==> src/rtl/iirdf_pkg.sv <==
// Shared constants, types and the control program of the direct form I IIR filter.
package iirdf_pkg;

   // Sample and filter geometry.
   localparam int SAMPLE_WIDTH = 16;
   localparam int ORDER        = 2;
   localparam int HIST_DEPTH   = 2;

   // Register file geometry.
   localparam int COEF_W     = 16;
   localparam int A0_W       = 15;
   localparam int CSR_DATA_W = 16;
   localparam int CSR_IDX_W  = 3;

   // Register indexes.
   localparam logic [CSR_IDX_W-1:0] REG_B0      = 3'd0;
   localparam logic [CSR_IDX_W-1:0] REG_B1      = 3'd1;
   localparam logic [CSR_IDX_W-1:0] REG_B2      = 3'd2;
   localparam logic [CSR_IDX_W-1:0] REG_A0      = 3'd3;
   localparam logic [CSR_IDX_W-1:0] REG_A1      = 3'd4;
   localparam logic [CSR_IDX_W-1:0] REG_A2      = 3'd5;
   localparam logic [CSR_IDX_W-1:0] REG_INIT_Y  = 3'd6;

   // Reset values of the coefficients (1.0 in Q2.14).
   localparam logic signed [COEF_W-1:0] COEF_ONE = 16'sd16384;
   localparam logic [A0_W-1:0]          A0_ONE   = 15'd16384;

   // Datapath widths. Five products of COEF_W x SAMPLE_WIDTH bits stay below
   // 2^(SAMPLE_WIDTH+17) in magnitude.
   localparam int PROD_W = COEF_W + SAMPLE_WIDTH;
   localparam int ACC_W  = SAMPLE_WIDTH + 18;
   localparam int MAG_W  = SAMPLE_WIDTH + 17;
   localparam int CNT_W  = $clog2(MAG_W + 1);

   // Stream widths, padded to whole bytes.
   localparam int REQ_DATA_W = ((SAMPLE_WIDTH + 7) / 8) * 8;
   localparam int RSP_DATA_W = ((SAMPLE_WIDTH + 1 + 7) / 8) * 8;

   // Sample range limits.
   localparam logic [SAMPLE_WIDTH-1:0] SAMPLE_MAX = {1'b0, {(SAMPLE_WIDTH-1){1'b1}}};
   localparam logic [SAMPLE_WIDTH-1:0] SAMPLE_MIN = {1'b1, {(SAMPLE_WIDTH-1){1'b0}}};
   localparam logic [MAG_W-1:0] MAG_MAX =
      MAG_W'((64'd1 << (SAMPLE_WIDTH - 1)) - 64'd1);

   localparam int CLAMP_W = 34;
   localparam logic signed [CLAMP_W-1:0] CLAMP_HI =
      CLAMP_W'((64'sd1 <<< (SAMPLE_WIDTH - 1)) - 64'sd1);
   localparam logic signed [CLAMP_W-1:0] CLAMP_LO = -CLAMP_HI - 34'sd1;

   // Program counter.
   localparam int PC_W = 4;
   localparam logic [PC_W-1:0] PC_IDLE   = 4'd0;
   localparam logic [PC_W-1:0] PC_DIV    = 4'd8;
   localparam logic [PC_W-1:0] PC_FINISH = 4'd9;

   typedef enum logic [2:0] {
      MUL_NONE,
      MUL_B0_X,
      MUL_B1_X1,
      MUL_B2_X2,
      MUL_A1_Y1,
      MUL_A2_Y2
   } mul_sel_type;

   typedef enum logic [1:0] {
      ACC_HOLD,
      ACC_LOAD,
      ACC_ADD,
      ACC_SUB
   } acc_op_type;

   typedef enum logic [1:0] {
      DIV_NONE,
      DIV_INIT,
      DIV_STEP
   } div_op_type;

   typedef enum logic [1:0] {
      COND_NEXT,
      COND_WAIT_INPUT,
      COND_DIV_LOOP,
      COND_WAIT_OUT
   } cond_type;

   typedef struct packed {
      logic        take_input;
      logic        finish;
      logic        ret;
      mul_sel_type mul_sel;
      acc_op_type  acc_op;
      div_op_type  div_op;
      cond_type    cond;
      logic [PC_W-1:0] target;
   } ucode_type;

   typedef struct packed {
      logic init;
      logic step;
   } div_ctrl_type;

   typedef struct packed {
      logic last;
   } div_status_type;

   // One control word per step of the program.
   function automatic ucode_type ucode_rom(input logic [PC_W-1:0] pc);
      ucode_type w;
      w = '{take_input: 1'b0, finish: 1'b0, ret: 1'b0, mul_sel: MUL_NONE,
            acc_op: ACC_HOLD, div_op: DIV_NONE, cond: COND_NEXT, target: PC_IDLE};
      case (pc)
         4'd0: begin
            w.take_input = 1'b1;
            w.cond       = COND_WAIT_INPUT;
            w.target     = PC_IDLE;
         end
         4'd1: w.mul_sel = MUL_B0_X;
         4'd2: begin
            w.mul_sel = MUL_B1_X1;
            w.acc_op  = ACC_LOAD;
         end
         4'd3: begin
            w.mul_sel = MUL_B2_X2;
            w.acc_op  = ACC_ADD;
         end
         4'd4: begin
            w.mul_sel = MUL_A1_Y1;
            w.acc_op  = ACC_ADD;
         end
         4'd5: begin
            w.mul_sel = MUL_A2_Y2;
            w.acc_op  = ACC_SUB;
         end
         4'd6: w.acc_op = ACC_SUB;
         4'd7: w.div_op = DIV_INIT;
         4'd8: begin
            w.div_op = DIV_STEP;
            w.cond   = COND_DIV_LOOP;
            w.target = PC_DIV;
         end
         4'd9: begin
            w.finish = 1'b1;
            w.ret    = 1'b1;
            w.cond   = COND_WAIT_OUT;
            w.target = PC_FINISH;
         end
         default: w.ret = 1'b1;
      endcase
      return w;
   endfunction

   // Brings the initial output value into the sample range.
   function automatic logic [SAMPLE_WIDTH-1:0] clamp_init(
      input logic signed [CSR_DATA_W-1:0] v);
      logic signed [CLAMP_W-1:0] w;
      logic signed [CLAMP_W-1:0] c;
      w = CLAMP_W'(v);
      if (w > CLAMP_HI) begin
         c = CLAMP_HI;
      end else if (w < CLAMP_LO) begin
         c = CLAMP_LO;
      end else begin
         c = w;
      end
      return c[SAMPLE_WIDTH-1:0];
   endfunction

endpackage

==> src/rtl/iirdf_divider.sv <==
// Restoring serial divider: one quotient bit per step, unsigned magnitudes.
module iirdf_divider (
   input  logic                                  clock,
   input  logic                                  reset,
   input  iirdf_pkg::div_ctrl_type               ctrl,
   input  logic [iirdf_pkg::MAG_W-1:0]           dividend,
   input  logic [iirdf_pkg::A0_W-1:0]            divisor,
   output logic [iirdf_pkg::MAG_W-1:0]           quotient,
   output iirdf_pkg::div_status_type             status
);

   logic [iirdf_pkg::MAG_W-1:0] work_ff, work_in;
   logic [iirdf_pkg::A0_W-1:0]  rem_ff, rem_in;
   logic [iirdf_pkg::CNT_W-1:0] cnt_ff, cnt_in;

   logic [iirdf_pkg::A0_W:0] trial;
   logic [iirdf_pkg::A0_W:0] diff;
   logic                     fits;

   always_comb begin
      trial = {rem_ff, work_ff[iirdf_pkg::MAG_W-1]};
      fits  = trial >= {1'b0, divisor};
      diff  = trial - {1'b0, divisor};
      work_in = work_ff;
      rem_in  = rem_ff;
      cnt_in  = cnt_ff;
      if (ctrl.init) begin
         work_in = dividend;
         rem_in  = '0;
         cnt_in  = iirdf_pkg::CNT_W'(iirdf_pkg::MAG_W);
      end else if (ctrl.step) begin
         // The dividend shifts out at the top while quotient bits enter at the bottom.
         work_in = {work_ff[iirdf_pkg::MAG_W-2:0], fits};
         rem_in  = fits ? diff[iirdf_pkg::A0_W-1:0] : trial[iirdf_pkg::A0_W-1:0];
         cnt_in  = cnt_ff - iirdf_pkg::CNT_W'(1);
      end
   end

   always_ff @(posedge clock) begin
      if (reset) begin
         cnt_ff <= '0;
      end else begin
         cnt_ff <= cnt_in;
      end
      work_ff <= work_in;
      rem_ff  <= rem_in;
   end

   assign quotient    = work_ff;
   assign status.last = (cnt_ff == iirdf_pkg::CNT_W'(1));

endmodule

==> src/rtl/iir_direct_form_filter_unit.sv <==
// Top level of the second-order direct form I IIR filter with a microcoded sequencer.
//
//  Channel | Direction | Handshake           | Payload
//  --------+-----------+---------------------+------------------------------------------
//  req     | in        | req_tvalid/tready   | req_tdata: sample_in
//  rsp     | out       | rsp_tvalid/tready   | rsp_tdata: sample_out, saturated, zero pad
//  csr     | in        | csr_wr_en           | csr_index, csr_wdata (write only)
//
// Each transaction runs from one input to the next through the input step, six steps of
// the single shared multiplier and accumulator, one divider load, MAG_W steps of the
// one-bit-per-cycle restoring divider, and one finishing step. The serial divide by
// coef_a0 takes the largest share of those steps.
// Reset is synchronous and active high; it restores every coefficient, clears the input
// history and loads the clamped initial output into the output history.
// A finished result waits in the output register while the next sample is accepted; the
// sequencer stalls only in its finishing step if that register is still full.
module iir_direct_form_filter_unit (
   input  logic                                    clock,
   input  logic                                    reset,
   // Fields from bit 0 up: sample_in.
   input  logic [iirdf_pkg::REQ_DATA_W-1:0]        req_tdata,
   input  logic                                    req_tvalid,
   output logic                                    req_tready,
   // Fields from bit 0 up: sample_out, saturated, zero padding.
   output logic [iirdf_pkg::RSP_DATA_W-1:0]        rsp_tdata,
   output logic                                    rsp_tvalid,
   input  logic                                    rsp_tready,
   input  logic                                    csr_wr_en,
   input  logic [iirdf_pkg::CSR_IDX_W-1:0]         csr_index,
   input  logic [iirdf_pkg::CSR_DATA_W-1:0]        csr_wdata
);

   localparam int SW = iirdf_pkg::SAMPLE_WIDTH;

   // Configuration registers.
   logic signed [iirdf_pkg::COEF_W-1:0] b0_ff, b1_ff, b2_ff, a1_ff, a2_ff;
   logic [iirdf_pkg::A0_W-1:0]          a0_ff;

   // Sequencer.
   logic [iirdf_pkg::PC_W-1:0] pc_ff, pc_in;
   iirdf_pkg::ucode_type       uc;
   logic                       jump;

   // Sample and histories.
   logic signed [SW-1:0] x_ff;
   logic signed [SW-1:0] xh_ff [iirdf_pkg::HIST_DEPTH];
   logic signed [SW-1:0] yh_ff [iirdf_pkg::HIST_DEPTH];

   // Multiply and accumulate.
   logic signed [iirdf_pkg::COEF_W-1:0] mul_coef;
   logic signed [SW-1:0]                mul_data;
   logic signed [iirdf_pkg::PROD_W-1:0] prod_ff, prod_in;
   logic signed [iirdf_pkg::ACC_W-1:0]  acc_ff, acc_in;
   logic [iirdf_pkg::MAG_W-1:0]         acc_mag;
   logic                                neg_ff, zero_ff;

   // Divider.
   iirdf_pkg::div_ctrl_type     div_ctrl;
   iirdf_pkg::div_status_type   div_status;
   logic [iirdf_pkg::MAG_W-1:0] quotient;

   // Result.
   logic            rsp_valid_ff;
   logic [SW-1:0]   rsp_sample_ff;
   logic            rsp_sat_ff;
   logic            out_free;
   logic            fire;
   logic            accept;
   logic [SW-1:0]   y_value;
   logic            y_sat;

   assign uc         = iirdf_pkg::ucode_rom(pc_ff);
   assign req_tready = uc.take_input;
   assign accept     = req_tvalid && req_tready;
   assign out_free   = !rsp_valid_ff || rsp_tready;
   assign fire       = uc.finish && out_free;

   // Next step: a taken jump goes to the word's target, otherwise fall through or return.
   always_comb begin
      case (uc.cond)
         iirdf_pkg::COND_NEXT:       jump = 1'b0;
         iirdf_pkg::COND_WAIT_INPUT: jump = !req_tvalid;
         iirdf_pkg::COND_DIV_LOOP:   jump = !div_status.last;
         iirdf_pkg::COND_WAIT_OUT:   jump = !out_free;
         default:                    jump = 1'b0;
      endcase
      if (jump) begin
         pc_in = uc.target;
      end else if (uc.ret) begin
         pc_in = iirdf_pkg::PC_IDLE;
      end else begin
         pc_in = pc_ff + iirdf_pkg::PC_W'(1);
      end
   end

   // Operand selection. Taps above the filter order contribute nothing.
   always_comb begin
      mul_coef = '0;
      mul_data = '0;
      case (uc.mul_sel)
         iirdf_pkg::MUL_B0_X: begin
            mul_coef = b0_ff;
            mul_data = x_ff;
         end
         iirdf_pkg::MUL_B1_X1: begin
            mul_coef = (iirdf_pkg::ORDER >= 1) ? b1_ff : '0;
            mul_data = xh_ff[0];
         end
         iirdf_pkg::MUL_B2_X2: begin
            mul_coef = (iirdf_pkg::ORDER >= 2) ? b2_ff : '0;
            mul_data = xh_ff[1];
         end
         iirdf_pkg::MUL_A1_Y1: begin
            mul_coef = (iirdf_pkg::ORDER >= 1) ? a1_ff : '0;
            mul_data = yh_ff[0];
         end
         iirdf_pkg::MUL_A2_Y2: begin
            mul_coef = (iirdf_pkg::ORDER >= 2) ? a2_ff : '0;
            mul_data = yh_ff[1];
         end
         default: begin
            mul_coef = '0;
            mul_data = '0;
         end
      endcase
      prod_in = mul_coef * mul_data;
   end

   // The accumulator works on the product registered in the step before.
   always_comb begin
      case (uc.acc_op)
         iirdf_pkg::ACC_HOLD: acc_in = acc_ff;
         iirdf_pkg::ACC_LOAD: acc_in = iirdf_pkg::ACC_W'(prod_ff);
         iirdf_pkg::ACC_ADD:  acc_in = acc_ff + iirdf_pkg::ACC_W'(prod_ff);
         iirdf_pkg::ACC_SUB:  acc_in = acc_ff - iirdf_pkg::ACC_W'(prod_ff);
         default:             acc_in = acc_ff;
      endcase
      acc_mag = acc_ff[iirdf_pkg::ACC_W-1] ? iirdf_pkg::MAG_W'(-acc_ff)
                                           : iirdf_pkg::MAG_W'(acc_ff);
   end

   assign div_ctrl.init = (uc.div_op == iirdf_pkg::DIV_INIT);
   assign div_ctrl.step = (uc.div_op == iirdf_pkg::DIV_STEP);

   iirdf_divider u_divider (
      .clock    (clock),
      .reset    (reset),
      .ctrl     (div_ctrl),
      .dividend (acc_mag),
      .divisor  (a0_ff),
      .quotient (quotient),
      .status   (div_status)
   );

   // The quotient magnitude truncates toward zero; the sign is put back and the value
   // saturated. A zero divisor sends any nonzero sum to the limit of its sign.
   always_comb begin
      if (a0_ff == '0) begin
         y_sat   = !zero_ff;
         y_value = zero_ff ? '0 : (neg_ff ? iirdf_pkg::SAMPLE_MIN : iirdf_pkg::SAMPLE_MAX);
      end else if (neg_ff) begin
         y_sat   = quotient > (iirdf_pkg::MAG_MAX + iirdf_pkg::MAG_W'(1));
         y_value = y_sat ? iirdf_pkg::SAMPLE_MIN : -quotient[SW-1:0];
      end else begin
         y_sat   = quotient > iirdf_pkg::MAG_MAX;
         y_value = y_sat ? iirdf_pkg::SAMPLE_MAX : quotient[SW-1:0];
      end
   end

   always_ff @(posedge clock) begin
      if (reset) begin
         pc_ff        <= iirdf_pkg::PC_IDLE;
         rsp_valid_ff <= 1'b0;
         b0_ff        <= iirdf_pkg::COEF_ONE;
         b1_ff        <= '0;
         b2_ff        <= '0;
         a0_ff        <= iirdf_pkg::A0_ONE;
         a1_ff        <= '0;
         a2_ff        <= '0;
         for (int i = 0; i < iirdf_pkg::HIST_DEPTH; i++) begin
            xh_ff[i] <= '0;
            yh_ff[i] <= iirdf_pkg::clamp_init('0);
         end
      end else begin
         pc_ff <= pc_in;
         if (fire) begin
            rsp_valid_ff <= 1'b1;
         end else if (rsp_tready) begin
            rsp_valid_ff <= 1'b0;
         end
         if (fire) begin
            xh_ff[0] <= x_ff;
            xh_ff[1] <= xh_ff[0];
            yh_ff[0] <= y_value;
            yh_ff[1] <= yh_ff[0];
         end else if (csr_wr_en && csr_index == iirdf_pkg::REG_INIT_Y) begin
            for (int i = 0; i < iirdf_pkg::HIST_DEPTH; i++) begin
               yh_ff[i] <= iirdf_pkg::clamp_init(csr_wdata);
            end
         end
         if (csr_wr_en) begin
            case (csr_index)
               iirdf_pkg::REG_B0: b0_ff <= csr_wdata;
               iirdf_pkg::REG_B1: b1_ff <= csr_wdata;
               iirdf_pkg::REG_B2: b2_ff <= csr_wdata;
               iirdf_pkg::REG_A0: a0_ff <= csr_wdata[iirdf_pkg::A0_W-1:0];
               iirdf_pkg::REG_A1: a1_ff <= csr_wdata;
               iirdf_pkg::REG_A2: a2_ff <= csr_wdata;
               default: ;
            endcase
         end
      end
      if (accept) begin
         x_ff <= req_tdata[SW-1:0];
      end
      prod_ff <= prod_in;
      acc_ff  <= acc_in;
      if (div_ctrl.init) begin
         neg_ff  <= acc_ff[iirdf_pkg::ACC_W-1];
         zero_ff <= (acc_ff == '0);
      end
      if (fire) begin
         rsp_sample_ff <= y_value;
         rsp_sat_ff    <= y_sat;
      end
   end

   assign rsp_tvalid = rsp_valid_ff;
   assign rsp_tdata  = iirdf_pkg::RSP_DATA_W'({rsp_sat_ff, rsp_sample_ff});

   // One sample at a time: right after a transaction is accepted the input closes.
   a_one_at_a_time: assert property (@(posedge clock) disable iff (reset)
      req_tvalid && req_tready |=> !req_tready)
      else $error("input accepted again while a sample is in progress");

   // A saturated result always sits at one of the range limits.
   a_sat_at_limit: assert property (@(posedge clock) disable iff (reset)
      rsp_tvalid && rsp_tdata[SW] |->
         (rsp_tdata[SW-1:0] == iirdf_pkg::SAMPLE_MAX ||
          rsp_tdata[SW-1:0] == iirdf_pkg::SAMPLE_MIN))
      else $error("saturated flag set on a value inside the range");

   // A new result appears only out of the finishing step.
   a_result_from_finish: assert property (@(posedge clock) disable iff (reset)
      $rose(rsp_tvalid) |-> $past(pc_ff) == iirdf_pkg::PC_FINISH)
      else $error("result raised outside the finishing step");

   // The divider only runs its loop with steps left.
   a_div_count: assert property (@(posedge clock) disable iff (reset)
      pc_ff == iirdf_pkg::PC_DIV && $past(pc_ff) == iirdf_pkg::PC_DIV |->
         $past(!div_status.last))
      else $error("divider loop continued past its last step");

endmodule

==> config.mk <==
export PLATFORM = sky130hd
export DESIGN_NAME = iir_direct_form_filter_unit
export DESIGN_NICKNAME = d
export VERILOG_FILES = /design/src/rtl/iirdf_pkg.sv /design/src/rtl/iirdf_divider.sv /design/src/rtl/iir_direct_form_filter_unit.sv
export SDC_FILE = /design/constraint.sdc
export NUM_CORES = 1
export LEC_CHECK = 0
export BUFFER_PORTS_ARGS = -buffer_cell sky130_fd_sc_hd__buf_2
export CORE_MARGIN = 10
export CORE_UTILIZATION = 43
export DETAILED_ROUTE_END_ITERATION = 10
export SETUP_SLACK_MARGIN = 0.1
export SLEW_MARGIN = 25
export SYNTH_ARGS = -nofsm -noshare
export SYNTH_HDL_FRONTEND = slang
export SYNTH_HIERARCHICAL = 1
export SYNTH_SLANG_ARGS = --single-unit
==> constraint.sdc <==
create_clock -name clock -period 11 [get_ports clock]
set_clock_uncertainty 0.05 [all_clocks]
set_input_delay 2.75 -clock clock [delete_from_list [all_inputs] [get_ports clock]]
set_output_delay 2.75 -clock clock [all_outputs]
set_load 0.1 [all_outputs]
=== Word level (Yosys, flattened, before mapping) ===
Memories as Yosys holds them, arrays and structs flattened.
Cells that the tools add are included.

* $add $sub $neg: 7
* Multiply operators: 1
* Order comparisons: 5
* Eq/ne operators: 29
* Mux-type cells: 48
* Bitwise gates (word level): 6
* Reduce and logical (&&, ||, !) cells: 27

{| class="wikitable"
|+ Operator list
! operator !! count
|-
| $mux 16 || 17
|-
| $pmux 16 s5 || 2
|-
| $pmux 34 s3 || 1
|-
| $mux 33 || 3
|-
| $add 34x32->34 || 1
|-
| $logic_not 34->1 || 1
|-
| $sub 34x32->34 || 1
|-
| $gt 33x15->1 const B || 1
|-
| $gt 33x16->1 const B || 1
|-
| $neg 33->33 || 1
|-
| $mul 16x16->32 || 1
|-
| $pmux 6 s3 || 1
|-
| $eq 4x3->1 const B || 4
|-
| $ge 16x15->1 || 1
|-
| $gt 16x16->1 const B || 1
|-
| $lt 16x16->1 const B || 1
|-
| $neg 16->16 || 1
|-
| $eq 3x3->1 const B || 5
|-
| $logic_not 15->1 || 1
|-
| $mux 1 || 15
|-
| $mux 15 || 1
|-
| $pmux 3 s5 || 1
|-
| $sub 15x15->15 || 1
|-
| $eq 3x2->1 const B || 4
|-
| 25 further kinds || 56
|}

* Bits in registers: 255
* RAM bits: 64
* Output and inout bits: 26
* Memories: 2

{| class="wikitable"
|+ Memories
! memory !! words !! width !! read ports !! clocked after Yosys merged registers in !! wr ports !! RTL line !! source
|-
| xh_ff || 2 || 16 || 2 || 0 || 2 || iir_direct_form_filter_unit.sv:46 || <nowiki>logic signed [SW-1:0] xh_ff [iirdf_pkg::HIST_DEPTH];</nowiki>
|-
| yh_ff || 2 || 16 || 2 || 0 || 2 || iir_direct_form_filter_unit.sv:47 || <nowiki>logic signed [SW-1:0] yh_ff [iirdf_pkg::HIST_DEPTH];</nowiki>
|}

=== Logic depth before layout (Yosys ltp) ===
Gate-level depths: netlist of the first run.

* Depth after elaboration: 8
* Mapped depth: 34

=== Cells and area by module ===
Netlist of the first run, hierarchy kept.

{| class="wikitable"
|+ Modules (own cells, without submodules)
! module !! times used !! cells an instance !! area each (um2) !! seq. area each (um2)
|-
| iir_direct_form_filter_unit || 1 || 2,666 || 23,816.6 || 6,636.4
|-
| iirdf_divider || 1 || 323 || 3,299.4 || 1,411.4
|}

=== Worst setup path after synthesis of the first run ===
No wires, ideal clock.

* Kind: flip-flop to flip-flop
* From: register pc_ff[1] (netlist bit)
* To: register prod_ff[31] (netlist bit)
* Library setup time: 0.072 ns
* Arrival time: 8.140 ns
* Required time: 10.878 ns
* Path slack: 2.738 ns
* Stages on the path, launching flop included: 31
* Path buffers: 4
* Period minus slack after synthesis: 8.262 ns
* Cell sequence: dfxtp_1 inv_1 ha_1 clkbuf_1 nor4bb_1 clkbuf_1 clkbuf_1 a222oi_1 nand2_1 clkbuf_1 nand2_1 fa_1 inv_1 fa_1 inv_1 fa_1 inv_1 fa_1 fa_1 inv_1 fa_1 inv_1 ha_1 a21oi_1 or3b_2 o21bai_1 o21ai_0 a2111oi_0 o21ai_0 a21oi_1 xnor2_1

* Cells in the longest elaborated chain, start to end: 5
* Elaborated cells between the ends (all ways): 14

{| class="wikitable"
|+ Ends and longest elaborated chain
! item !! RTL line !! source
|-
| from (decl) || iir_direct_form_filter_unit.sv:40 || <nowiki>logic [iirdf_pkg::PC_W-1:0] pc_ff, pc_in;</nowiki>
|-
| from (signal assigned) || iir_direct_form_filter_unit.sv:172 || <nowiki>pc_ff <= iirdf_pkg::PC_IDLE;</nowiki>
|-
| from (signal assigned) || iir_direct_form_filter_unit.sv:185 || <nowiki>pc_ff <= pc_in;</nowiki>
|-
| $eq 4x3->1, or another cell as far along || iirdf_pkg.sv:110 || <nowiki>case (pc)</nowiki>
|-
| $pmux 3 s5 * || iirdf_pkg.sv:110 ||
|-
| $eq 3x3->1, or another cell as far along || iir_direct_form_filter_unit.sv:100 || <nowiki>case (uc.mul_sel)</nowiki>
|-
| $pmux 16 s5 || iir_direct_form_filter_unit.sv:100 ||
|-
| $mul 16x16->32 * || iir_direct_form_filter_unit.sv:126 || <nowiki>prod_in = mul_coef * mul_data;</nowiki>
|-
| net prod_in (one bit) || iir_direct_form_filter_unit.sv:52 || <nowiki>logic signed [iirdf_pkg::PROD_W-1:0] prod_ff, prod_in;</nowiki>
|-
| to (signal assigned) || iir_direct_form_filter_unit.sv:216 || <nowiki>prod_ff <= prod_in;</nowiki>
|-
| to (decl) || iir_direct_form_filter_unit.sv:52 ||
|}

The timed path passes the listed nets; every way through them passes the cells marked *.
A chain may end at the register's enable or synchronous reset.

=== Final worst setup path of the first run ===
* From: register pc_ff[0] (netlist bit)
* To: register prod_ff[31] (netlist bit)

Same word-level chain as after synthesis.

==> flow_metrics.env, run 1 <==
export IMPL_outcome="finished, final reports clean"
export IMPL_powerDensity_nw_per_um2=167
export IMPL_worst_ep_arrival_time_ps=9490
export IMPL_grt_pass1_vias=21801
export IMPL_min_period_ps=9100
export IMPL_initial_core_util_pct=43.2
export IMPL_synth_seq_cells=319
export IMPL_fin_nets=3425
export IMPL_fmax_ghz=0.110
export IMPL_first_pass_iters=7
export IMPL_row_count=92
export IMPL_syn_inst=2989
export IMPL_place_congestion=0.918
export IMPL_fill_cells=5934
export IMPL_reg2regPathDepth=25
export IMPL_area_growth_pct=8.73
export IMPL_tightest_slew_ps=1170
export IMPL_post_route_util_pct=47.0
export IMPL_cp_start_kind="register"
export IMPL_die_h_um=271
export IMPL_path_buf_inv=4
export IMPL_cp_top_family="adder cells"
export IMPL_grt_pass1_wl_mm=128
export IMPL_yosys_warnings=6
export IMPL_wl_mm=81.6
export IMPL_ys_flop_type="edfxtp_1"
export IMPL_die_area_sq_um=73500
export IMPL_avgSynthCellArea_sq_um=9.07
export IMPL_max_stage_delay_ps=890
export IMPL_postRouteAntennaNets=0
export IMPL_grt_setup_unrepaired="no"
export IMPL_antenna_cells=0
export IMPL_numCtsBuffers=38
export IMPL_h_tree_depth=2
export IMPL_seq_area_frac_synth_pct=29.7
export IMPL_cp_data_required_time_ps=11380
export IMPL_clkTransAtPathRegs_ps=60
export IMPL_grt_usage_pct=22.0
export IMPL_ios=66
export IMPL_clk_latency_ps=580
export IMPL_cts_tree="done"
export IMPL_worstReg2RegStart="pc_ff[0]$_SDFF_PP0_"
export IMPL_reg2reg_slack_ps=1900
export IMPL_ir_worst_vdd_v=0.000232
export IMPL_r2r_end="prod_ff[31]$_DFF_P_"
export IMPL_slew_headroom_pct=21.1
export IMPL_finalInstanceArea_sq_um=29500
export IMPL_dr_total_vias=21772
export IMPL_fp_dieW_um=271
export IMPL_setup_violations_final=0
export IMPL_p_leak_nw=12.4
export IMPL_port_buffers=58
export IMPL_layout_drive_gt1_share_pct=7.94
export IMPL_cts_resized=0
export IMPL_antenna_found_initial=0
export IMPL_ys_async_sr_fraction_pct=0
export IMPL_worstSetupPathType="reg2reg"
export IMPL_placed_area_sq_um=28200
export IMPL_cp_depth=25
export IMPL_worstHoldPathType="reg2reg"
export IMPL_crit_end="prod_ff[31]$_DFF_P_"
export IMPL_ys_types=86
export IMPL_syn_area_sq_um=27100
export IMPL_drt_iter0_drc=2359
export IMPL_clockBufferDepth=3
export IMPL_root_buffer="clkbuf_16"
export IMPL_finalHoldViolCount=0
export IMPL_wl_per_cell_um=21.2
export IMPL_grt_remaining_overflow=0
export IMPL_finalMaxSlewViolations=0
export IMPL_hpwl_mm=61.9
export IMPL_cts_hold_buf=0
export IMPL_clock_sinks=319
export IMPL_core_sq_um=62700
export IMPL_drt_vias_per_instance=5.65
export IMPL_fin_crit_sh_pct=82.8
export IMPL_drc=0
export IMPL_cp_slowest_cell="and3_1"
export IMPL_post_cts_buffers=0
export IMPL_critPathMaxFanout=19
export IMPL_endpoint_kind="register"
export IMPL_drv_max_cap_violation_count=0
export IMPL_synth_edf_count=166
export IMPL_startpoint="pc_ff[0]$_SDFF_PP0_"
export IMPL_crit_top_cell="fa_1"
export IMPL_fin_tns_setup_ps=0
export IMPL_grt_max_degree=72
metrics by stage:
| stage | power, mW | cells | setup slack (ps) | hold WS [ps] |
|---|---|---|---|---|
| floorplan | 3.06 | 2995 | 2740 | 386 |
| global placement | 3.55 | 3787 | 2100 | 392 |
| detailed placement | 3.56 | 3787 | 2040 | 398 |
| CTS | 4.91 | 3856 | 1980 | 406 |
| global route | 5.23 | 3856 | 1320 | 423 |
| finish | 4.92 | 3856 | 1900 | 406 |
logic make-up after synthesis:
family	synth area share, %
flops	29.7
xor+xnor	4.39
fa+ha+maj	26.0
compound gates	14.3
other cells	0.0138
mux	1.48
simple gates	16.6
buf+inv	7.54
sequential cells by signal, indices dropped and copies added (netlist names), 15 cells and up:
signal,cells
a1_ff,16
x_ff,16
b0_ff,16
a2_ff,16
acc_ff,34
a0_ff,15
u_divider/rem_ff,15
prod_ff,32
b2_ff,16
yh_ff,32
rsp_sample_ff,16
xh_ff,32
b1_ff,16
u_divider/quotient,33
worst min path at each step:
stage,start,endpoint,slack [ps],depth (start not counted)
5_1_grt,b0_ff[4]$_SDFFE_PP0P_,b0_ff[4]$_SDFFE_PP0P_,420,2
3_3_place_gp,b0_ff[0]$_SDFFE_PP0P_,b0_ff[0]$_SDFFE_PP0P_,390,2
6_report,b1_ff[12]$_SDFFE_PP0P_,b1_ff[12]$_SDFFE_PP0P_,410,2
2_1_floorplan,a2_ff[0]$_SDFFE_PP0P_,a2_ff[0]$_SDFFE_PP0P_,390,2
4_1_cts,a2_ff[1]$_SDFFE_PP0P_,a2_ff[1]$_SDFFE_PP0P_,410,2
3_5_place_dp,a2_ff[1]$_SDFFE_PP0P_,a2_ff[1]$_SDFFE_PP0P_,400,2
power breakdown:
part	switching, mW	total, mW	internal, mW	leakage [nW]
Combinational	1.30	2.11	0.808	8.90
Clock	0.543	1.32	0.779	0.637
Sequential	0.123	1.48	1.36	2.84
Total	1.97	4.92	2.95	12.4
cell usage after synthesis (all sizes together) (10+ instances only):
library cell,number,area (sq um)
a21oi,207,1040
a311oi,10,93.8
o31ai,15,113
nand3,32,160
or3,14,97.6
nand2b,34,213
o211ai,12,95.1
and3,34,214
clkbuf,120,450
ha,139,1740
a22oi,18,135
o21ai,105,526
xnor2,92,806
a211oi,11,87.6
mux2,33,372
a22o,32,280
buf,30,194
or2,23,146
a222oi,17,170
o21a,12,90.1
a221oi,16,140
nand4,16,115
a221o,16,160
xor2,44,385
nor3,34,170
edfxtp,166,4980
a21o,35,264
nand2,438,1640
a31oi,14,87.6
o41ai,11,96.3
dfxtp,153,3060
nor4,17,113
nor2,241,907
fa,265,5310
and2,48,303
inv,373,1400
nor2b,16,100
worst min-delay path: stages (launching register included):
cell and delay [ps]:
dfxtp_1 300, nand2_1 50, a21oi_1 50
layout make-up:
class | count | area, sq um | share of cell area (%)
timing repair buffer | 96 | 578 | 1.96
tap | 846 | 1060 | 3.59
sequential | 319 | 8050 | 27.3
multi-input combinational | 2153 | 17100 | 58.0
clock buffer | 54 | 1100 | 3.74
inverter | 373 | 1400 | 4.75
clock inverter | 15 | 206 | 0.700
metal layers:
metal	global-route usage (%)	wire, um	up-vias
met3	4.13	6130	154
met5	0	0	-
met2	33.7	36100	835
met4	8.23	3050	0
li1	-	-	10015
met1	30.6	36400	10768
cells in the final DEF, fill, tap and decap left out, drive strengths merged, types with 17 or more instances in the layout:
cell type | synthesis | routed
o21ai | 105 | 105
nor4 | 17 | 17
nor3 | 34 | 34
ha | 139 | 139
fa | 265 | 265
a21o | 35 | 35
xor2 | 44 | 44
and2 | 48 | 48
nand2 | 438 | 438
clkbuf | 120 | 54
edfxtp | 166 | 166
dfxtp | 153 | 153
buf | 30 | 96
mux2 | 33 | 33
a22oi | 18 | 18
nor2 | 241 | 241
inv | 373 | 373
nand3 | 32 | 32
a21oi | 207 | 207
a22o | 32 | 32
and3 | 34 | 34
xnor2 | 92 | 92
or2 | 23 | 23
a222oi | 17 | 17
nand2b | 34 | 34
Note: power is estimated with default switching activity, not from simulation.
==> inputs of run 2 (changes only) <==
==> constraint.sdc (replaced) <==
create_clock -name clock -period 8.3 [get_ports clock]
set_clock_uncertainty 0.05 [all_clocks]
set_input_delay 2.075 -clock clock [delete_from_list [all_inputs] [get_ports clock]]
set_output_delay 2.075 -clock clock [all_outputs]
set_load 0.1 [all_outputs]
==> flow_metrics.env, run 2 (same netlist as run 1, synthesis figures left out) <==
export IMPL_outcome="finished, final reports clean"
export IMPL_ir_worst_vdd_v=0.000259
export IMPL_top_register="acc_ff"
export IMPL_drv_max_cap_violation_count=0
export IMPL_largest_reg_flops=34
export IMPL_worst_ep_arrival_time_ps=8330
export IMPL_worstHoldPathType="reg2reg"
export IMPL_grt_pass1_wl_mm=130
export IMPL_setup_violations_final=0
export IMPL_cp_start_kind="register"
export IMPL_finalMaxSlewViolations=0
export IMPL_finalHoldViolCount=0
export IMPL_row_count=92
export IMPL_max_stage_delay_ps=560
export IMPL_fin_tns_setup_ps=0
export IMPL_min_period_ps=7940
export IMPL_numCtsBuffers=37
export IMPL_dp_slack_ps=232
export IMPL_fmax_ghz=0.126
export IMPL_p_leak_nw=12.6
export IMPL_dr_total_vias=21945
export IMPL_cp_slowest_cell="fa_1"
export IMPL_fin_nets=3483
export IMPL_post_route_util_pct=47.9
export IMPL_clk_latency_ps=590
export IMPL_crit_top_cell="fa_1"
export IMPL_grt_pass1_vias=22071
export IMPL_cts_hold_buf=0
export IMPL_worstSetupPathType="reg2reg"
export IMPL_cts_tree="done"
export IMPL_grtUsageMet1_pct=31.0
export IMPL_postRouteAntennaNets=0
export IMPL_wl_per_cell_um=21.0
export IMPL_final_cell_mix="435 x nand2_1, 373 x inv_1, 260 x fa_1"
export IMPL_fin_crit_sh_pct=95.6
export IMPL_grt_usage_pct=22.3
export IMPL_h_tree_depth=2
export IMPL_drc=0
export IMPL_port_buffers=58
export IMPL_final_common_cell="nand2_1"
export IMPL_grt_setup_unrepaired="yes"
export IMPL_tightest_slew_ps=1090
export IMPL_setup_ws_ps=364
export IMPL_critPathMaxFanout=16
export IMPL_drt_vias_per_instance=5.61
export IMPL_fill_cells=5883
export IMPL_die_h_um=271
export IMPL_clock_sinks=319
export IMPL_clockBufferDepth=3
export IMPL_slew_headroom_pct=26.3
export IMPL_use_met2_pct=34.3
export IMPL_place_congestion=0.950
export IMPL_ios=66
export IMPL_cp_data_required_time_ps=8690
export IMPL_layout_drive_gt1_share_pct=10.6
export IMPL_power_mw=6.50
export IMPL_initial_core_util_pct=43.2
export IMPL_powerDensity_nw_per_um2=216
export IMPL_clkTransAtPathRegs_ps=60
export IMPL_core_sq_um=62700
export IMPL_drt_iter0_drc=2133
export IMPL_antenna_found_initial=0
export IMPL_hpwl_mm=62.7
export IMPL_grt_max_degree=96
export IMPL_antenna_cells=0
export IMPL_gr_usage_met3_pct=4.22
export IMPL_wl_mm=82.3
export IMPL_root_buffer="clkbuf_16"
export IMPL_endpoint_kind="register"
export IMPL_fp_dieW_um=271
export IMPL_die_area_sq_um=73500
export IMPL_first_pass_iters=5
export IMPL_top_usage_layer="met2"
export IMPL_area_growth_pct=10.8
export IMPL_grt_remaining_overflow=0
[run 2: cell types whose count changed in the layout (fill, tap and decap cells not counted), moves of 4 or more]
cell / before / now
and3_1: 31 / 23
a221oi_1: 16 / 12
and3_2: 3 / 8
fa_1: 265 / 260
buf_12: 0 / 5
fa_2: 0 / 5
buf_4: 39 / 90
[run 2: path summary, 6_finish.rpt]
path | endpoint | depth (start not counted) | start | slack [ps]
max | prod_ff[31]$_DFF_P_ | 30 | pc_ff[1]$_SDFF_PP0_ | 360
min | b2_ff[13]$_SDFFE_PP0P_ | 2 | b2_ff[13]$_SDFFE_PP0P_ | 410
max reg2reg | prod_ff[31]$_DFF_P_ | 30 | pc_ff[1]$_SDFF_PP0_ | 360
min reg2reg | b2_ff[13]$_SDFFE_PP0P_ | 2 | b2_ff[13]$_SDFFE_PP0P_ | 410
[run 2: final cells by class]
class                      instances  area (sq um)  area share, %
multi-input combinational       2153         17200           57.2
sequential                       319          8050           26.8
inverter                         373          1400           4.66
timing repair buffer             155          1120           3.74
tap                              846          1060           3.52
clock buffer                      49          1030           3.44
clock inverter                    18           179          0.596
[run 2: stage by stage]
step / hold slack (ps) / instance area, sq um / std cells
finish: 405 / 30000 / 3913
global route: 421 / 30000 / 3913
CTS: 406 / 29800 / 3904
detailed placement: 397 / 28600 / 3837
global placement: 392 / 28600 / 3837
floorplan: 386 / 27200 / 2995
[run 2: routing by layer]
metal | routed length, um | vias to the layer above | share of wire [%]
li1 | - | 10127 | -
met1 | 36900 | 10881 | 45
met2 | 36500 | 793 | 44
met3 | 6190 | 144 | 7.5
met4 | 2690 | 0 | 3.3
met5 | 0 | - | 0
[run 2: worst max-delay path, delay by kind of cell (launching register included)]
family | cells | cell delay, ps
xor+xnor | 1 | 80
compound gates | 8 | 1330
flops | 1 | 380
fa+ha+maj | 8 | 3630
buf+inv | 9 | 1110
simple gates | 4 | 1170
[run 2: repair_timing]
| item | 4_1_cts | 5_1_grt |
|---|---|---|
| buffers inserted | 0 | 7 |
| setup endpoints to repair | 0 | 9 |
| resized for setup | 0 | 35 |
[run 2: power by group]
part / switching [mW] / internal, mW
Clock: 0.736 / 0.927
Sequential: 0.159 / 1.80
Combinational: 1.74 / 1.13
